<file path="src/hw/rtl/pro_pkg.sv">
// Package for the percent-range oscillator: result scaling constants,
// register indexes, controller states and the small structs shared by the modules.
// No dependencies.
package pro_pkg;

  localparam int RESULT_W   = 15;
  localparam int SEEN_W     = 7;
  localparam int WL_W       = 7;
  localparam int BB_W       = 6;
  localparam int CFG_DATA_W = 7;
  localparam int CFG_IDX_W  = 1;
  localparam int BIT_IDX_W  = 4;

  localparam logic [RESULT_W-1:0]  FULL_SCALE  = 15'd25600;
  localparam logic [RESULT_W-1:0]  MID_SCALE   = 15'd12800;
  localparam logic [SEEN_W-1:0]    SEEN_MAX    = 7'd127;
  localparam logic [WL_W-1:0]      WL_RESET    = 7'd14;
  localparam logic [BIT_IDX_W-1:0] DIV_TOP_BIT = 4'd14;

  // configuration register indexes
  localparam logic [CFG_IDX_W-1:0] REG_WINDOW_LENGTH = 1'd0;
  localparam logic [CFG_IDX_W-1:0] REG_BARS_BACK     = 1'd1;

  typedef enum logic [1:0] {
    ST_IDLE,
    ST_SCAN,
    ST_SETUP,
    ST_DIVIDE
  } pro_state_t;

  // per-cycle command to every bar cell
  typedef struct packed {
    logic insert;  // take the bar from the left neighbor (newest side)
    logic rotate;  // take the bar from the right neighbor (ring rotation)
  } cell_ctl_t;

  typedef struct packed {
    logic busy;
    logic done;  // one-cycle pulse, quotient valid
  } div_status_t;

endpackage

</file>
<file path="src/hw/rtl/pro_cell.sv">
// One bar cell of the history chain: holds high, low and close of one bar.
// Shifts from the left on insert, from the right on rotate. Uses pro_pkg.
module pro_cell import pro_pkg::*; #(
  parameter int PRICE_BITS = 32
) (
  input  logic                  clk,
  input  cell_ctl_t             ctl,
  input  logic [PRICE_BITS-1:0] prev_high,
  input  logic [PRICE_BITS-1:0] prev_low,
  input  logic [PRICE_BITS-1:0] prev_close,
  input  logic [PRICE_BITS-1:0] next_high,
  input  logic [PRICE_BITS-1:0] next_low,
  input  logic [PRICE_BITS-1:0] next_close,
  output logic [PRICE_BITS-1:0] high,
  output logic [PRICE_BITS-1:0] low,
  output logic [PRICE_BITS-1:0] close
);

  always_ff @(posedge clk) begin
    if (ctl.insert) begin
      high  <= prev_high;
      low   <= prev_low;
      close <= prev_close;
    end else if (ctl.rotate) begin
      high  <= next_high;
      low   <= next_low;
      close <= next_close;
    end
  end

endmodule

</file>
<file path="config.mk">
export PLATFORM = sky130hd
export DESIGN_NAME = pro_cell
export DESIGN_NICKNAME = d
export VERILOG_FILES = /design/src/hw/rtl/pro_pkg.sv /design/src/hw/rtl/pro_cell.sv
export SDC_FILE = /design/constraint.sdc
export NUM_CORES = 1
export LEC_CHECK = 0
export ABC_AREA = 1
export BUFFER_PORTS_ARGS = -buffer_cell sky130_fd_sc_hd__buf_4
export CELL_PAD_IN_SITES_DETAIL_PLACEMENT = 0
export CELL_PAD_IN_SITES_GLOBAL_PLACEMENT = 1
export CORE_MARGIN = 5
export CORE_UTILIZATION = 30
export CTS_BUF_LIST = sky130_fd_sc_hd__clkbuf_8
export CTS_CLUSTER_SIZE = 28
export DETAILED_ROUTE_END_ITERATION = 8
export HOLD_SLACK_MARGIN = 0.1
export PLACE_DENSITY = 0.81
export SYNTH_ARGS = -nofsm -noshare
export SYNTH_HDL_FRONTEND = slang
export SYNTH_SLANG_ARGS = --single-unit
</file>
<file path="constraint.sdc">
create_clock -name clk -period 2.9 [get_ports clk]
set_clock_uncertainty 0.1 [all_clocks]
set_input_delay 0.29 -clock clk [delete_from_list [all_inputs] [get_ports clk]]
set_output_delay 0.29 -clock clk [all_outputs]
set_load 0.02 [all_outputs]
</file>
==> summary.md <==
| Metric | Value |
|---|---|
| Status | finished clean |
| RSZ-0062 raised after global routing | false |
| Final WS setup | 0.974 ns |
| Worst vdd ir | 269 uV |
| Initial Util | 0.309 |
| Register area share after synthesis | 0.699 |
| Total GRT Usage | 0.169 |
| Syn_nets | 602 |
| CTS H-tree depth | 3 |
| Core area | 0.0133 sq mm |
| M1 WL | 4900 um |
| Slowest stage delay, CP | 0.66 ns |
| Synth Instances | 407 |
| Buffers on Ports | 290 |
| Pint | 2.69 mW |
| Multi-input logic area | 0.00109 sq mm |
| Sw frac | 0.258 |
| Routability cong. | 0.846 |
| Worst hold slack | 0.118 ns |
| Hold Path Origin | prev_close[4] |
| Ant diodes | 0 |
| Synth area leaders | edfxtp_1 70%, nand2_1 26%, buf_2 1.7% |
| Clock-pin transition on the worst setup and hold timing paths | 0.09 ns |
| DRT antenna net count | 0 |
| Fin crit period | 1.93 ns |
| Area growth syn-to-layout | 87.9% |
| DR top layer | met4 |
| Clock power share | 0.250 |
| Die Height | 127 um |
| Overflow after GRT | 0 |
| Slew @ Worst Pin | 0.955 ns |
| Vias in the first global route | 4351 |
| Pre-CTS setup slack | 0.913 ns |
| Endpoint type of the worst setup path | flop |
| Seq. cell area | 0.00288 sq mm |
| WL final | 14200 um |
| Final HPWL DP | 9930 um |
| Cell Pwr Density | 468 mW/mm^2 |
| CP startpoint kind | input pin |
| Hold Path End | close[4] |
| Worst Path Max Fanout | 96 |
| Worst Path Required | 3.01 ns |
| Share of layout cells above drive strength 1 | 0.379 |
| Fin crit share | 0.664 |
| DIE AREA | 0.0162 sq mm |
| Hold_buf cts | 114 |
| Critical path buffers and inverters | 3 |
| Post-Syn Area | 0.00412 sq mm |
| Synth cell types | 7 |
| CTS tree | built |
| CP most frequent cell | nand2_1 |
| Synth Warn # | 0 |
| Hold Crit Depth | 3 |
| F_max | 519 MHz |
| Worst path cell trace | buf_4, inv_4, nand2_1, nand2_1, dlygate4sd3_1 |
| Worst hold path class | in -> reg |
| Final setup violation count | 0 |
| Arr. time, crit path | 2.03 ns |
| Seq cells post-synth | 96 |
| Worst path slowest cell | inv_4 |
| Initial antenna violation count | 0 |
| Met3 WL post-DR | 1530 um |
| Die width | 127 um |
| First-pass GRT wire length | 21600 um |
| TritonCTS Buffers | 9 |
| Pre-Repair DR Iteration Count | 4 |
| Fin Setup TNS | 0 ns |
| MaxCap Viol Count | 0 |
| Post-synth top area cell | edfxtp_1 |
| Starting DRC count in detailed routing | 183 |
| Layout fillers | 1154 |
| Sequential share of power | 0.482 |
| Post CTS Setup Buffer Count | 0 |
| Cell family with most CP delay | buffers and inverters |
| Syn Area/Cell | 10.1 sq um |
| Vias per inst | 4.38 |
| DR vias | 4309 |
| Sw power | 0.936 mW |
| # rows | 42 |
| Pwr Total | 3.62 mW |
| Pleak | 3.85 nW |
| Largest net degree at the start of global routing | 97 |
| Top-area cell type share of the netlist area | 0.699 |
| TritonCTS Sinks | 96 |
| Count of final hold-check violations | 0 |
| WS Path Type | in -> reg |
| DR WL met2 | 7360 um |
| Gate power share | 0.268 |
| Finished Core Util | 0.580 |
| IO Pins | 291 |
| Slew HR | 0.363 |
| Residual DRC | 0 |
| Nets | 998 |
| Longest Clk Path Bufs | 2 |
| Cts repair resizes | 0 |
| WL per Instance | 14.4 um |
| Root Driver | clkbuf_8 |
| Final max-slew violation count | 0 |
-- registers in the layout, summed over array words and instances, names as in the netlist --
register,cells
low,32
high,32
close,32
-- worst min-delay path, delay by kind of cell --
family | cells | cell delay, ns
buf+inv | 1 | 0.08
simple gates | 2 | 0.09
-- area by class of cell --
class / instances / share of cell area
repair buffers: 406 / 0.432
well taps: 176 / 0.0284
multi-input cells: 289 / 0.141
flip-flops and latches: 96 / 0.372
clock inverters: 6 / 0.00985
inverters: 1 / 0.000808
clock buffers: 9 / 0.0160
-- power groups by stage --
stage | clock [mW] | combinational, mW | sequential [mW]
6_report | 0.905 | 0.971 | 1.75
2_1_floorplan | 0 | 0.152 | 1.98
3_3_place_gp | 0 | 0.827 | 1.77
5_1_grt | 0.991 | 1.04 | 1.76
3_5_place_dp | 0 | 0.834 | 1.78
4_1_cts | 0.934 | 0.976 | 1.75
-- cells in the final DEF (no fill, tap or decap) --
master | netlist | routed
inv_1 | 0 | 1
edfxtp_1 | 96 | 96
inv_4 | 1 | 1
dlygate4sd3_1 | 0 | 114
clkinv_1 | 0 | 2
nand2_1 | 288 | 288
buf_4 | 1 | 291
clkbuf_8 | 0 | 9
bufinv_16 | 0 | 2
buf_12 | 0 | 1
or2_4 | 0 | 1
clkinv_2 | 0 | 1
-- per-stage QoR --
| step | area (sq um) | cells |
|---|---|---|
| CTS | 7740 | 983 |
| global route | 7740 | 983 |
| detailed placement | 6400 | 854 |
| finish | 7740 | 983 |
| global placement | 6400 | 854 |
| floorplan | 4120 | 407 |
-- worst max-delay path by stage --
stage	start	endpoint	slack, ns	cells past startpoint
2_1_floorplan	ctl[1]	close[0]	0.63	3
3_3_place_gp	ctl[1]	low[22]	0.96	3
3_5_place_dp	ctl[1]	low[22]	0.91	3
4_1_cts	ctl[1]	high[29]	1.06	5
5_1_grt	ctl[1]	high[17]	0.86	5
6_report	ctl[1]	low[19]	0.97	5
-- synth_stat cells --
master    instances
nand2_1         288
inv_4             1
buf_4             1
buf_2            14
buf_6             6
edfxtp_1         96
or2_2             1
-- logic make-up (layout without fill, tap and decap cells) --
kind of cell	Yosys count	in the layout	share of synthesized area
buf+inv	22	422	0.0367
simple gates	289	289	0.264
flops	96	96	0.699
-- per-layer routing --
metal / track usage / vias to the layer above
li1: - / 2090
met1: 0.181 / 1971
met2: 0.304 / 221
met3: 0.0593 / 27
met4: 0.0669 / 0
met5: 0 / -
Note: power is estimated with default switching activity, not from simulation.
