==> config.mk <==
export PLATFORM = sky130hd
export DESIGN_NAME = pro_divider
export DESIGN_NICKNAME = d
export VERILOG_FILES = /design/src/hw/rtl/pro_pkg.sv /design/src/hw/rtl/pro_divider.sv
export SDC_FILE = /design/constraint.sdc
export NUM_CORES = 1
export LEC_CHECK = 0
export ABC_CLOCK_PERIOD_IN_PS = 9600
export BUFFER_PORTS_ARGS = -buffer_cell sky130_fd_sc_hd__buf_2
export CAP_MARGIN = 20
export CORE_ASPECT_RATIO = 1.2
export CORE_MARGIN = 3
export CORE_UTILIZATION = 60
export CTS_CLUSTER_DIAMETER = 200
export DETAILED_ROUTE_END_ITERATION = 6
export GPL_TIMING_DRIVEN = 0
export PLACE_DENSITY = 0.87
export RECOVER_POWER = 25
export SYNTH_ARGS = -nofsm -noshare
export SYNTH_HDL_FRONTEND = slang
export SYNTH_SLANG_ARGS = --single-unit
==> constraint.sdc <==
create_clock -name clk -period 9.6 [get_ports clk]
set_input_delay 0 -clock clk [delete_from_list [all_inputs] [get_ports clk]]
set_output_delay 0 -clock clk [all_outputs]
set_load 0.05 [all_outputs]
==> src/hw/rtl/pro_pkg.sv <==
// Package for the percent-range oscillator: result scaling constants,
// register indexes, controller states and the small structs shared by the modules.
// No dependencies.
package pro_pkg;

  localparam int RESULT_W   = 15;
  localparam int SEEN_W     = 7;
  localparam int WL_W       = 7;
  localparam int BB_W       = 6;
  localparam int CFG_DATA_W = 7;
  localparam int CFG_IDX_W  = 1;
  localparam int BIT_IDX_W  = 4;

  localparam logic [RESULT_W-1:0]  FULL_SCALE  = 15'd25600;
  localparam logic [RESULT_W-1:0]  MID_SCALE   = 15'd12800;
  localparam logic [SEEN_W-1:0]    SEEN_MAX    = 7'd127;
  localparam logic [WL_W-1:0]      WL_RESET    = 7'd14;
  localparam logic [BIT_IDX_W-1:0] DIV_TOP_BIT = 4'd14;

  // configuration register indexes
  localparam logic [CFG_IDX_W-1:0] REG_WINDOW_LENGTH = 1'd0;
  localparam logic [CFG_IDX_W-1:0] REG_BARS_BACK     = 1'd1;

  typedef enum logic [1:0] {
    ST_IDLE,
    ST_SCAN,
    ST_SETUP,
    ST_DIVIDE
  } pro_state_t;

  // per-cycle command to every bar cell
  typedef struct packed {
    logic insert;  // take the bar from the left neighbor (newest side)
    logic rotate;  // take the bar from the right neighbor (ring rotation)
  } cell_ctl_t;

  typedef struct packed {
    logic busy;
    logic done;  // one-cycle pulse, quotient valid
  } div_status_t;

endpackage

==> src/hw/rtl/pro_divider.sv <==
// Serial scaled divider: floor(25600 * num / den) for num < den.
// Per bit a doubling step and an add step, one add and compare each. Uses pro_pkg.
module pro_divider import pro_pkg::*; #(
  parameter int PRICE_BITS = 32
) (
  input  logic                  clk,
  input  logic                  rst,
  input  logic                  start,
  input  logic [PRICE_BITS-1:0] num_in,
  input  logic [PRICE_BITS-1:0] den_in,
  output logic [RESULT_W-1:0]   quotient,
  output div_status_t           status
);

  logic [PRICE_BITS-1:0] num;
  logic [PRICE_BITS-1:0] den;
  logic [PRICE_BITS-1:0] rem;
  logic [BIT_IDX_W-1:0]  bit_idx;
  logic                  phase;
  logic                  busy;
  logic                  done;

  logic [PRICE_BITS-1:0] addend;
  logic [PRICE_BITS:0]   sum;
  logic [PRICE_BITS:0]   diff;
  logic                  ge;
  logic [PRICE_BITS-1:0] rem_step;

  // rem < den always, so rem + addend < 2*den: one conditional subtract
  assign addend   = phase ? num : rem;
  assign sum      = {1'b0, rem} + {1'b0, addend};
  assign diff     = sum - {1'b0, den};
  assign ge       = (sum >= {1'b0, den});
  assign rem_step = ge ? diff[PRICE_BITS-1:0] : sum[PRICE_BITS-1:0];

  always_ff @(posedge clk) begin
    if (rst) begin
      busy    <= 1'b0;
      done    <= 1'b0;
      phase   <= 1'b0;
      bit_idx <= DIV_TOP_BIT;
    end else begin
      done <= 1'b0;
      if (start) begin
        busy    <= 1'b1;
        phase   <= 1'b0;
        bit_idx <= DIV_TOP_BIT;
      end else if (busy) begin
        phase <= ~phase;
        if (phase) begin
          if (bit_idx == '0) begin
            busy <= 1'b0;
            done <= 1'b1;
          end else begin
            bit_idx <= bit_idx - 1'b1;
          end
        end
      end
    end
  end

  always_ff @(posedge clk) begin
    if (start) begin
      num      <= num_in;
      den      <= den_in;
      rem      <= '0;
      quotient <= '0;
    end else if (busy) begin
      if (!phase) begin
        // doubling step
        rem      <= rem_step;
        quotient <= {quotient[RESULT_W-2:0], ge};
      end else if (FULL_SCALE[bit_idx]) begin
        // add num where the scale constant has a one bit
        rem      <= rem_step;
        quotient <= quotient + RESULT_W'(ge);
      end
    end
  end

  assign status.busy = busy;
  assign status.done = done;

endmodule

==> summary.md, run 1 <==
| Metric | Value |
|---|---|
| Status | `finished clean` |
| Final core utilization | `0.7632` |
| Core Area | `13470 sq um` |
| Crit Path Class | `flop to flop` |
| Top cell type's share of synthesized area | `0.2284` |
| Total CTS buffers | `17` |
| Ranking of synthesized cells by area | `edfxtp_1 (23%), dfxtp_1 (13%), ha_1 (10%)` |
| Register area share after synthesis | `0.3593` |
| Number of flops mapped to enable cells by yosys | `64` |
| Fmax | `around 0.11 GHz` |
| Clock transition at path regs | `approximately 0.06 ns` |
| CTS tree | `yes` |
| Setup crit end | `quotient[12]` |
| Initial antenna violation count | `0` |
| Seq cells post-synth | `119` |
| Routability cong. | `around 0.96` |
| Setup TNS | `0 ns` |
| Post-Syn Nets | `roughly 1100` |
| Final Max Tran Viols | `0` |
| Hold_ws | `approximately 0.17 ns` |
| Worst path slowest cell | `or4b_2` |
| Tcrit/Tclk final | `0.9383` |
| Layout cells sized above 1 | `0.1686` |
| Synth Flop Type | `edfxtp_1` |
| First-pass GRT wire length | `approximately 38 mm` |
| Fraction of registers with async set/reset | `0` |
| Minimum clock period | `between 9 and 10 ns` |
| Rows | `46` |
| Antenna viol nets, final | `0` |
| P&R area growth vs syn | `22.17%` |
| H-tree lvl count | `4` |
| GRT Overall Usage | `0.3145` |
| Via-per-instance ratio | `roughly 6.4` |
| Lkg Pwr | `~4.4 nW` |
| Final worst slack | `about 0.59 ns` |
| DR pass1 iterations | `5` |
| Fin. Hold Viols | `0` |
| Final setup fails | `0` |
| Fill count | `approximately 900` |
| Routed len/inst | `18.85 um` |
| Dpl ws | `about 0.92 ns` |
| Peak supply drop | `~200 uV` |
| Final #Nets | `1220` |
| Synth Instances | `~920` |
| Tightest Hold Check Type | `input pin to flop` |
| Post-Syn Area | `between 8000 and 9000 sq um` |
| Worst r2r src | `phase` |
| Clock sinks | `119` |
| Ports | `84` |
| DPL Wire Length | `15.98 mm` |
| Grt total ovfl | `0` |
| Least-Margin Pin Slew | `~0.85 ns` |
| Crit path launch type | `flop` |
| Slew headroom | `0.4252` |
| Die Y | `between 100 and 150 um` |
| Unrepaired setup endpoints after global routing | `false` |
| Max clock buf depth | `2` |
| Critical path's most frequent cell | `ha_1` |
| Worst-Skew Late Latency | `approximately 0.44 ns` |
| Initial Util | `0.6247` |
| Crit path required time | `between 9 and 10 ns` |
| Leading area contributor after synthesis | `edfxtp_1` |
| Top post-synthesis cells by count | `a21oi_1 (74), nor2_1 (74), nand2_1 (72)` |
| Reg2reg path depth | `32` |
| Worst R2R End | `quotient[12]` |
| Setup crit end kind | `flop` |
| Reg2Reg Setup Slack | `a little under 0.6 ns` |
| Final WL | `around 24 mm` |
| Gates resized, CTS repair | `0` |
| Root Buffer Master | `clkbuf_16` |
| Routed vias | `8056` |
| PwrDens | `273.9 nW/um^2` |
| CP Launch Point | `phase` |
| Max cap viols | `0` |
| Crit Path Max Fanout | `10` |
| Syn Area/Cell | `9.195 sq um` |
| Die X | `114.1 um` |
| Yosys warns | `0` |
| Synth cell types | `85` |
| I/O Buffers | `83` |
| Vias in the first global route | `around 8000` |
| DRT iter0 DRCs | `854` |
| Slowest stage delay, CP | `roughly 0.63 ns` |
| Largest net degree at the start of global routing | `39` |
| Antenna cells | `0` |
| CP arrival | `approximately 9.4 ns` |
| Area of the die | `15480 sq um` |
| Skew final | `roughly 0.012 ns` |
| DRC errors left | `0` |
[per-stage QoR]
stage	total power, W	instance area, sq um	cells
2_1_floorplan	0.001811	8413	915
6_report	0.002815	10280	1265
3_3_place_gp	0.002075	9039	1166
3_5_place_dp	0.002121	9059	1167
5_1_grt	0.002995	10280	1265
4_1_cts	0.002759	10270	1264
[worst max-delay path, delay by kind of cell (launching register included)]
kind,cells,cell delay (ns)
AOI/OAI and AO/OA,10,2.59
buffers and inverters,7,2.16
and+or+nand+nor,9,2.29
muxes,1,0.41
DFF,1,0.30
adders and majority gates,5,1.22
[cell type report]
| class | instances | area [sq um] | area share |
|---|---|---|---|
| well taps | 168 | 210.2 | 0.02045 |
| clock inverters | 9 | 65.06 | 0.006330 |
| repair buffers | 150 | 1090 | 0.1060 |
| flip-flops and latches | 119 | 3023 | 0.2941 |
| clock buffers | 23 | 500.5 | 0.04869 |
| multi-input cells | 696 | 4971 | 0.4836 |
| plain buffers | 34 | 171.4 | 0.01668 |
| inverters | 66 | 247.7 | 0.02410 |
[power by group]
group / switching (W) / internal [W]
logic: 0.000921 / 0.000647
registers: 0.0000391 / 0.000597
clock network: 0.000244 / 0.000368
[state kept, by name, summed over array words and instances, names as in the netlist, named ones only]
name      cells
bit_idx       4
busy          1
den          32
done          1
num          32
phase         1
quotient     15
rem          32
[what timing repair did]
item | in CTS | in global routing
hold buffers | 65 | 0
endpoints found under the hold margin | 72 | 0
setup buffers | 0 | 0
[layout by cell type, fill, tap and decap left out, types with 9 or more instances in the layout]
cell type and instances:
a211oi_1 25, a21o_1 18, a21oi_1 74, a311oi_1 12, buf_2 86, clkbuf_1 26
clkbuf_16 19, dfxtp_1 55, dlygate4sd3_1 65, edfxtp_1 64, ha_1 67, inv_1 65
mux2_2 32, mux2i_1 15, nand2_1 72, nand3_1 18, nand4_1 11, nor2_1 74
nor3_1 17, o21ai_0 45, o21bai_1 9, xnor2_1 39, xor2_1 15
[worst min-delay path by stage]
stage	start	end	slack [ns]	cells past startpoint
finish	start	den[1]	0.17	1
floorplan	rst	busy	0.07	1
global route	start	num[4]	0.20	1
CTS	start	den[0]	0.18	1
global placement	num_in[10]	num[10]	0.18	1
detailed placement	den_in[20]	den[20]	0.18	1
[layer usage]
metal | vias up | GRT usage | share of wire
met5 | - | 0 | 0
met4 | 0 | 0.1908 | 0.059
met3 | 125 | 0.06568 | 0.081
met2 | 456 | 0.5241 | 0.48
met1 | 3723 | 0.3698 | 0.38
li1 | 3752 | - | -
[cell families after synthesis]
kind of cell             after synthesis  synth area share
XOR/XNOR                              54           0.05622
AO/OA/AOI/OAI                        268            0.2204
flip-flops                           119            0.3593
adder cells (fa/ha/maj)               69            0.1044
multiplexers                          47           0.06068
buffers and inverters                100           0.04982
AND/OR/NAND/NOR                      258            0.1492
Note: power is estimated with default switching activity, not from simulation.
==> inputs of run 2 (changes only) <==
--- a/config.mk
+++ b/config.mk
@@ -5,12 +5,13 @@
 export SDC_FILE = /design/constraint.sdc
 export NUM_CORES = 1
 export LEC_CHECK = 0
+export ABC_AREA = 1
 export ABC_CLOCK_PERIOD_IN_PS = 9600
 export BUFFER_PORTS_ARGS = -buffer_cell sky130_fd_sc_hd__buf_2
 export CAP_MARGIN = 20
 export CORE_ASPECT_RATIO = 1.2
 export CORE_MARGIN = 3
-export CORE_UTILIZATION = 60
+export CORE_UTILIZATION = 61
 export CTS_CLUSTER_DIAMETER = 200
 export DETAILED_ROUTE_END_ITERATION = 6
 export GPL_TIMING_DRIVEN = 0
==> summary.md, run 2 <==
| Metric | Value |
|---|---|
| Status | `finished clean` |
| Post-Syn Nets | `1583 (+51%)` |
| Worst r2r src | `phase` |
| Register area | `3023 sq um (unchanged)` |
| Vias in the first global route | `9539 (+19%)` |
| Register area share after synthesis | `0.3197 (-0.03961)` |
| Max cap viols | `0 (unchanged)` |
| Peak supply drop | `153.9 uV (-21%)` |
| Reg2Reg Setup Slack | `2.65 ns (+2.06 ns)` |
| Synth cell types | `44 (-48%)` |
| First-pass GRT wire length | `45.13 mm (+17%)` |
| Fin. Hold Viols | `0 (unchanged)` |
| Layout cells sized above 1 | `0.08907 (-0.07958)` |
| Setup TNS | `0 ns (unchanged)` |
| Ranking of synthesized cells by area | `edfxtp_1 (20%), nand2_1 (20%), dfxtp_1 (12%)` |
| Root Buffer Master | `clkbuf_16` |
| Leading area contributor after synthesis | `edfxtp_1` |
| Synth Instances | `1447 (+58%)` |
| Worst path slowest cell | `clkbuf_1` |
| DPL Wire Length | `21.75 mm (+36%)` |
| Skew final | `0.008079 ns (-0.003838 ns)` |
| Tcrit/Tclk final | `0.7237 (-0.2146)` |
| DR pass1 iterations | `6 (+1)` |
| Hold Buf Count CTS | `65 (unchanged)` |
| Crit Path Class | `flop to flop` |
| Final #Nets | `1751 (+44%)` |
| Final worst slack | `2.652 ns (+2.060 ns)` |
| PwrDens | `256.1 nW/um^2 (-6.5%)` |
| Final core utilization | `0.7527 (-0.01050)` |
| I/O Buffers | `83 (unchanged)` |
| Slowest stage delay, CP | `0.44 ns (-0.19 ns)` |
| Most frequent cells in the layout | `nand2_1 (496), inv_1 (209), a21oi_1 (116)` |
| Top cell type's share of synthesized area | `0.2033 (-0.02518)` |
| Crit path required time | `9.88 ns (-0.08 ns)` |
| Yosys warns | `0 (unchanged)` |
| Multi-input logic area | `5449 sq um (+9.6%)` |
| Fill count | `1284 (+39%)` |
| Final Max Tran Viols | `0 (unchanged)` |
| Dpl ws | `2.876 ns (+1.955 ns)` |
| Critical path's most frequent cell | `nand2_1` |
| Routability cong. | `1.010 (+5.6%)` |
| Largest regs | `den: 32 flops, num: 32 flops, rem: 32 flops` |
| Minimum clock period | `6.948 ns (-2.060 ns)` |
| Routed vias | `10140 (+26%)` |
| Worst R2R End | `quotient[14]` |
| Antenna viol nets, final | `0 (unchanged)` |
| Reg2reg path depth | `39 (+22%)` |
| Gate power share | `0.572 (+0.015)` |
| Final Non-Filler Cells | `1832 (+45%)` |
| Number of flops mapped to enable cells by yosys | `64 (unchanged)` |
| Synth Flop Type | `edfxtp_1` |
| Grt total ovfl | `0 (unchanged)` |
| Hold Path Depth | `1 (unchanged)` |
| Sw Pwr | `0.001370 W (+14%)` |
| Worst-Skew Late Latency | `0.43 ns (about the same)` |
| Count leader, synth | `nand2_1` |
| H-tree lvl count | `4 (unchanged)` |
| Post-Syn Area | `9455 sq um (+12%)` |
| Inst Count DP | `1735 (+49%)` |
| Clock sinks | `119 (unchanged)` |
| CP arrival | `7.23 ns (-2.14 ns)` |
| Min-delay src | `start` |
| Sequential Power Share | `0.219 (-0.007)` |
| Int Pwr | `0.001537 W (-4.6%)` |
| Slew headroom | `0.4704 (+0.04518)` |
| Final WL | `28.51 mm (+20%)` |
| Gates resized, CTS repair | `0 (unchanged)` |
| Die X | `119.7 um (+4.9%)` |
| Initial Util | `0.6269 (+0.002254)` |
| Area of the die | `17040 sq um (+10%)` |
| Fmax | `0.1439 GHz (+30%)` |
| Via-per-instance ratio | `5.535 (-13%)` |
| Top post-synthesis cells by count | `nand2_1 (496), inv_1 (209), a21oi_1 (116)` |
| Tightest Hold Check Type | `input pin to flop` |
| Total CTS buffers | `17 (unchanged)` |
| GRT Overall Usage | `0.3338 (+0.01931)` |
| Crit path launch type | `flop` |
| Seq cells post-synth | `119 (unchanged)` |
| Setup Buffers After CTS | `0 (unchanged)` |
| Initial antenna violation count | `0 (unchanged)` |
| Core Area | `15080 sq um (+12%)` |
| Worst Hold Endpoint | `num[22]` |
| Commonest non-fill, non-tap cell in the layout | `nand2_1` |
| Routed len/inst | `15.56 um (-17%)` |
| DRC errors left | `0 (unchanged)` |
| Rows | `49 (+6.5%)` |
| Clock power share | `0.209 (-0.008)` |
| DRT iter0 DRCs | `1094 (+28%)` |
| Max clock buf depth | `2 (unchanged)` |
| CTS tree | `yes` |
| Final total power | `0.002907 W (+3.3%)` |
| Syn Area/Cell | `6.534 sq um (-29%)` |
| P&R area growth vs syn | `20.06%` |
| Unrepaired setup endpoints after global routing | `false` |
| Die Y | `142.4 um (+4.9%)` |
| Setup crit end kind | `flop` |
| Final setup fails | `0 (unchanged)` |
| Least-Margin Pin Slew | `0.7944 ns (-0.05875 ns)` |
| Ports | `84 (unchanged)` |
| Clock transition at path regs | `0.06 ns (about the same)` |
| Largest net degree at the start of global routing | `39 (unchanged)` |
| Switching Fraction | `0.4712 (+0.04366)` |
| Fraction of registers with async set/reset | `0 (unchanged)` |
| Antenna cells | `0 (unchanged)` |
| Lkg Pwr | `5.813 nW (+31%)` |
| Crit Path Max Fanout | `10 (unchanged)` |
-- run 2: changes by cell type after synthesis, moves of 12 or more --
cell	change
nand2_1	+424
inv_1	+144
nand3_1	+97
a21oi_1	+42
nor2_1	+36
mux2_2	-32
a211oi_1	-24
xnor2_1	-24
a21o_1	-15
mux2i_1	-15
a311oi_1	-12
-- run 2: critical path: cells and delay by family (launching register included) --
family                     cells  cell delay [ns]
adders and majority gates      4             1.09
buffers and inverters          6             1.54
DFF                            1             0.31
and+or+nand+nor               24             2.99
AOI/OAI and AO/OA              4             0.74
xor gates and xnor gates       1             0.10
-- run 2: worst max-delay path by stage --
stage,start,end,slack (ns),cells after the start
2_1_floorplan,phase,quotient[14],4.39,37
3_3_place_gp,phase,quotient[14],2.93,34
3_5_place_dp,phase,quotient[14],2.88,37
4_1_cts,phase,quotient[14],2.83,37
5_1_grt,phase,quotient[14],1.90,37
6_report,phase,quotient[14],2.65,39
-- run 2: metrics by stage --
| step | hold slack, ns | instance area (sq um) |
|---|---|---|
| after floorplan | 0.06907 | 9455 |
| after global placement | 0.1764 | 10130 |
| after detailed placement | 0.1781 | 10150 |
| after CTS | 0.1581 | 11350 |
| after global routing | 0.1839 | 11350 |
| final | 0.1754 | 11350 |
-- run 2: power by group through the flow --
stage	registers, W	clock network [W]	logic, W
6_report	0.000637	0.000606	0.00166
5_1_grt	0.000643	0.000630	0.00185
4_1_cts	0.000635	0.000606	0.00163
3_5_place_dp	0.000644	0	0.00160
3_3_place_gp	0.000642	0	0.00157
2_1_floorplan	0.000642	0	0.00119
-- run 2: routing by layer --
layer  wire length [um]  global-route usage  share of wire
met4               1167              0.1381          0.041
met1              11380              0.3956           0.40
met3               1881             0.04851          0.066
met2              14080              0.6060           0.49
met5                  0                   0              0
-- run 2: logic make-up after synthesis --
family,count (synthesis),synth area share
adders and majority gates,69,0.09289
xor gates and xnor gates,35,0.03242
buffers and inverters,251,0.1040
and+or+nand+nor,776,0.3394
DFF,119,0.3197
AOI/OAI and AO/OA,197,0.1116
-- run 2: layout make-up --
class / count / area share
repair buffers: 149 / 0.09556
clock buffers: 20 / 0.04122
clock inverters: 12 / 0.007825
multi-input cells: 1077 / 0.4800
flip-flops and latches: 119 / 0.2663
well taps: 204 / 0.02248
inverters: 219 / 0.07241
plain buffers: 32 / 0.01422
==> inputs of run 3 (changes only) <==
--- a/config.mk
+++ b/config.mk
@@ -5,17 +5,17 @@
 export SDC_FILE = /design/constraint.sdc
 export NUM_CORES = 1
 export LEC_CHECK = 0
-export ABC_AREA = 1
-export ABC_CLOCK_PERIOD_IN_PS = 9600
+export ABC_AREA = 0
+export ABC_CLOCK_PERIOD_IN_PS = 6000
 export BUFFER_PORTS_ARGS = -buffer_cell sky130_fd_sc_hd__buf_2
 export CAP_MARGIN = 20
 export CORE_ASPECT_RATIO = 1.2
 export CORE_MARGIN = 3
-export CORE_UTILIZATION = 61
+export CORE_UTILIZATION = 55
 export CTS_CLUSTER_DIAMETER = 200
 export DETAILED_ROUTE_END_ITERATION = 6
 export GPL_TIMING_DRIVEN = 0
-export PLACE_DENSITY = 0.87
+export PLACE_DENSITY = 0.84
 export RECOVER_POWER = 25
 export SYNTH_ARGS = -nofsm -noshare
 export SYNTH_HDL_FRONTEND = slang
==> constraint.sdc (replaced) <==
create_clock -name clk -period 6 [get_ports clk]
set_input_delay 0 -clock clk [delete_from_list [all_inputs] [get_ports clk]]
set_output_delay 0 -clock clk [all_outputs]
set_load 0.05 [all_outputs]
==> summary.md, run 3 (synthesized netlist as in run 1, its figures left out) <==
| Metric | Value |
|---|---|
| Minimum clock period | `6.221 ns (-0.7273 ns)` |
| Antenna cells | `0 (unchanged)` |
| Ports | `84 (unchanged)` |
| Max cap viols | `0 (unchanged)` |
| Root Buffer Master | `clkbuf_16` |
| Placed cell area | `9288 sq um (-8.5%)` |
| Reg2reg path depth | `28 (-28%)` |
| Status | `finished with violations` |
| Largest net degree at the start of global routing | `38 (-2.6%)` |
| Setup crit end kind | `flop` |
| CP arrival | `6.58 ns (-0.65 ns)` |
| DR pass1 iterations | `7 (+1)` |
| Via-per-instance ratio | `6.243 (+13%)` |
| Clock sinks | `119 (unchanged)` |
| Crit Path Max Fanout | `7 (-3)` |
| Least-Margin Pin Slew | `1.007 ns (+0.2126 ns)` |
| Final Non-Filler Cells | `1329 (-27%)` |
| Finished Cell Area | `11100 sq um (-2.2%)` |
| CTS tree | `yes` |
| Worst path slowest cell | `a211oi_1` |
| Die Y | `141.5 um (-0.64%)` |
| Worst-Skew Late Latency | `0.43 ns (about the same)` |
| Inst Count DP | `1199 (-31%)` |
| Tightest Hold Check Type | `input pin to flop` |
| Final Max Tran Viols | `0 (unchanged)` |
| Final total power | `0.004919 W (+69%)` |
| First-pass GRT wire length | `40.41 mm (-10%)` |
| Hold_ws | `0.1841 ns (+0.008684 ns)` |
| Largest regs | `den: 32 flops, num: 32 flops, rem: 32 flops` |
| Hold Path Depth | `1 (unchanged)` |
| PwrDens | `443.2 nW/um^2 (+73%)` |
| Final setup fails | `11 (+11)` |
| Slowest stage delay, CP | `0.58 ns (+0.14 ns)` |
| Lkg Pwr | `4.729 nW (-19%)` |
| Clock transition at path regs | `0.06 ns (about the same)` |
| DPL Wire Length | `16.13 mm (-26%)` |
| Initial antenna violation count | `0 (unchanged)` |
| Fmax | `0.1608 GHz (+12%)` |
| Commonest non-fill, non-tap cell in the layout | `buf_2` |
| Most frequent cells in the layout | `buf_2 (85), nor2_1 (73), a21oi_1 (69)` |
| Total CTS buffers | `17 (unchanged)` |
| Max clock buf depth | `2 (unchanged)` |
| Routability cong. | `0.9520 (-5.7%)` |
| Worst path bufs/invs | `4 (-2)` |
| P&R area growth vs syn | `31.93%` |
| Failing checks | `DRC, setup timing` |
| GRT Overall Usage | `0.2998 (-0.03402)` |
| DRC errors left | `2 (+2)` |
| Initial Util | `0.5741 (-0.05282)` |
| Grt total ovfl | `0 (unchanged)` |
| Final #Nets | `1252 (-28%)` |
| Crit path required time | `6.36 ns (-3.52 ns)` |
| Rows | `48 (-2.0%)` |
| Final WL | `25.66 mm (-10%)` |
| Crit Path Class | `flop to flop` |
| Layout cells sized above 1 | `0.2445 (+0.1554)` |
| Final worst slack | `-0.2205 ns (-2.873 ns)` |
| Fill count | `978 (-24%)` |
| H-tree lvl count | `4 (unchanged)` |
| Stages on the worst setup path | `28 (-28%)` |
| Skew final | `0.008464 ns (+0.0003851 ns)` |
| Fin. Hold Viols | `0 (unchanged)` |
| Vias in the first global route | `8173 (-14%)` |
| Routed len/inst | `19.31 um (+24%)` |
| Peak supply drop | `255.1 uV (+66%)` |
| CP top delay family | `compound AO/OA/AOI/OAI gates` |
| Unrepaired setup endpoints after global routing | `true` |
| Die X | `118.9 um (-0.63%)` |
| I/O Buffers | `83 (unchanged)` |
| Crit path launch type | `flop` |
| Area of the die | `16820 sq um (-1.3%)` |
| Core Area | `14650 sq um (-2.8%)` |
| DRT iter0 DRCs | `872 (-20%)` |
| Critical path's most frequent cell | `ha_4` |
| Tcrit/Tclk final | `1.037 (+0.3130)` |
| Routed vias | `8297 (-18%)` |
| Slew headroom | `0.3215 (-0.1488)` |
| Antenna viol nets, final | `0 (unchanged)` |
## run 3: metal layers
metal  GRT usage  wire (um)
met4      0.1501       1398
met5           0          0
met3     0.05303       1873
met2      0.5356      12900
met1      0.3451       9490
## run 3: stage by stage
step           setup TNS (ns)    util  setup WS (ns)
4_1_cts               -0.3536  0.7460        -0.1441
6_report              -0.9402  0.7574        -0.2205
3_5_place_dp           -7.053  0.6338        -0.8923
5_1_grt                -3.346  0.7574        -0.3964
3_3_place_gp           -6.137  0.6324        -0.8350
2_1_floorplan               0       -       0.009654
## run 3: what timing repair did
| item | 4_1_cts | 5_1_grt |
|---|---|---|
| gates cloned | 0 | 0 |
| resized for setup | 41 | 34 |
| setup buffers | 23 | 12 |
| endpoints found under the hold margin | 72 | 0 |
| endpoints found under the setup margin | 17 | 21 |
| hold buffers | 65 | 0 |
| pin swaps | 29 | 38 |
## run 3: layout make-up
type / instances / area [sq um] / share of cell area
clock inverter: 6 / 56.30 / 0.005073
sequential: 119 / 3027 / 0.2727
multi-input combinational: 696 / 5381 / 0.4848
inverter: 66 / 250.2 / 0.02255
buffer: 32 / 227.7 / 0.02052
tap: 200 / 250.2 / 0.02255
timing repair buffer: 184 / 1353 / 0.1219
clock buffer: 26 / 554.3 / 0.04994
## run 3: power breakdown
group | internal (W) | leakage [nW] | switching, W
clock network | 0.000677 | 0.305 | 0.000377
registers | 0.000956 | 1.08 | 0.0000693
logic | 0.00121 | 3.35 | 0.00163
total | 0.00285 | 4.73 | 0.00207
## run 3: final timing paths
check / startpoint / endpoint / slack [ns]
min reg2reg: rem[14] / rem[14] / 0.52
max: phase / quotient[12] / -0.22
max reg2reg: phase / quotient[12] / -0.22
min: start / num[8] / 0.18
## run 3: worst register-to-register path, delay by kind of cell, from the launching register on
kind / cells / cell delay [ns]
AOI/OAI and AO/OA: 8 / 2.01
and+or+nand+nor: 10 / 1.95
DFF: 1 / 0.41
adders and majority gates: 4 / 0.85
muxes: 1 / 0.31
xor gates and xnor gates: 1 / 0.11
buffers and inverters: 4 / 0.52
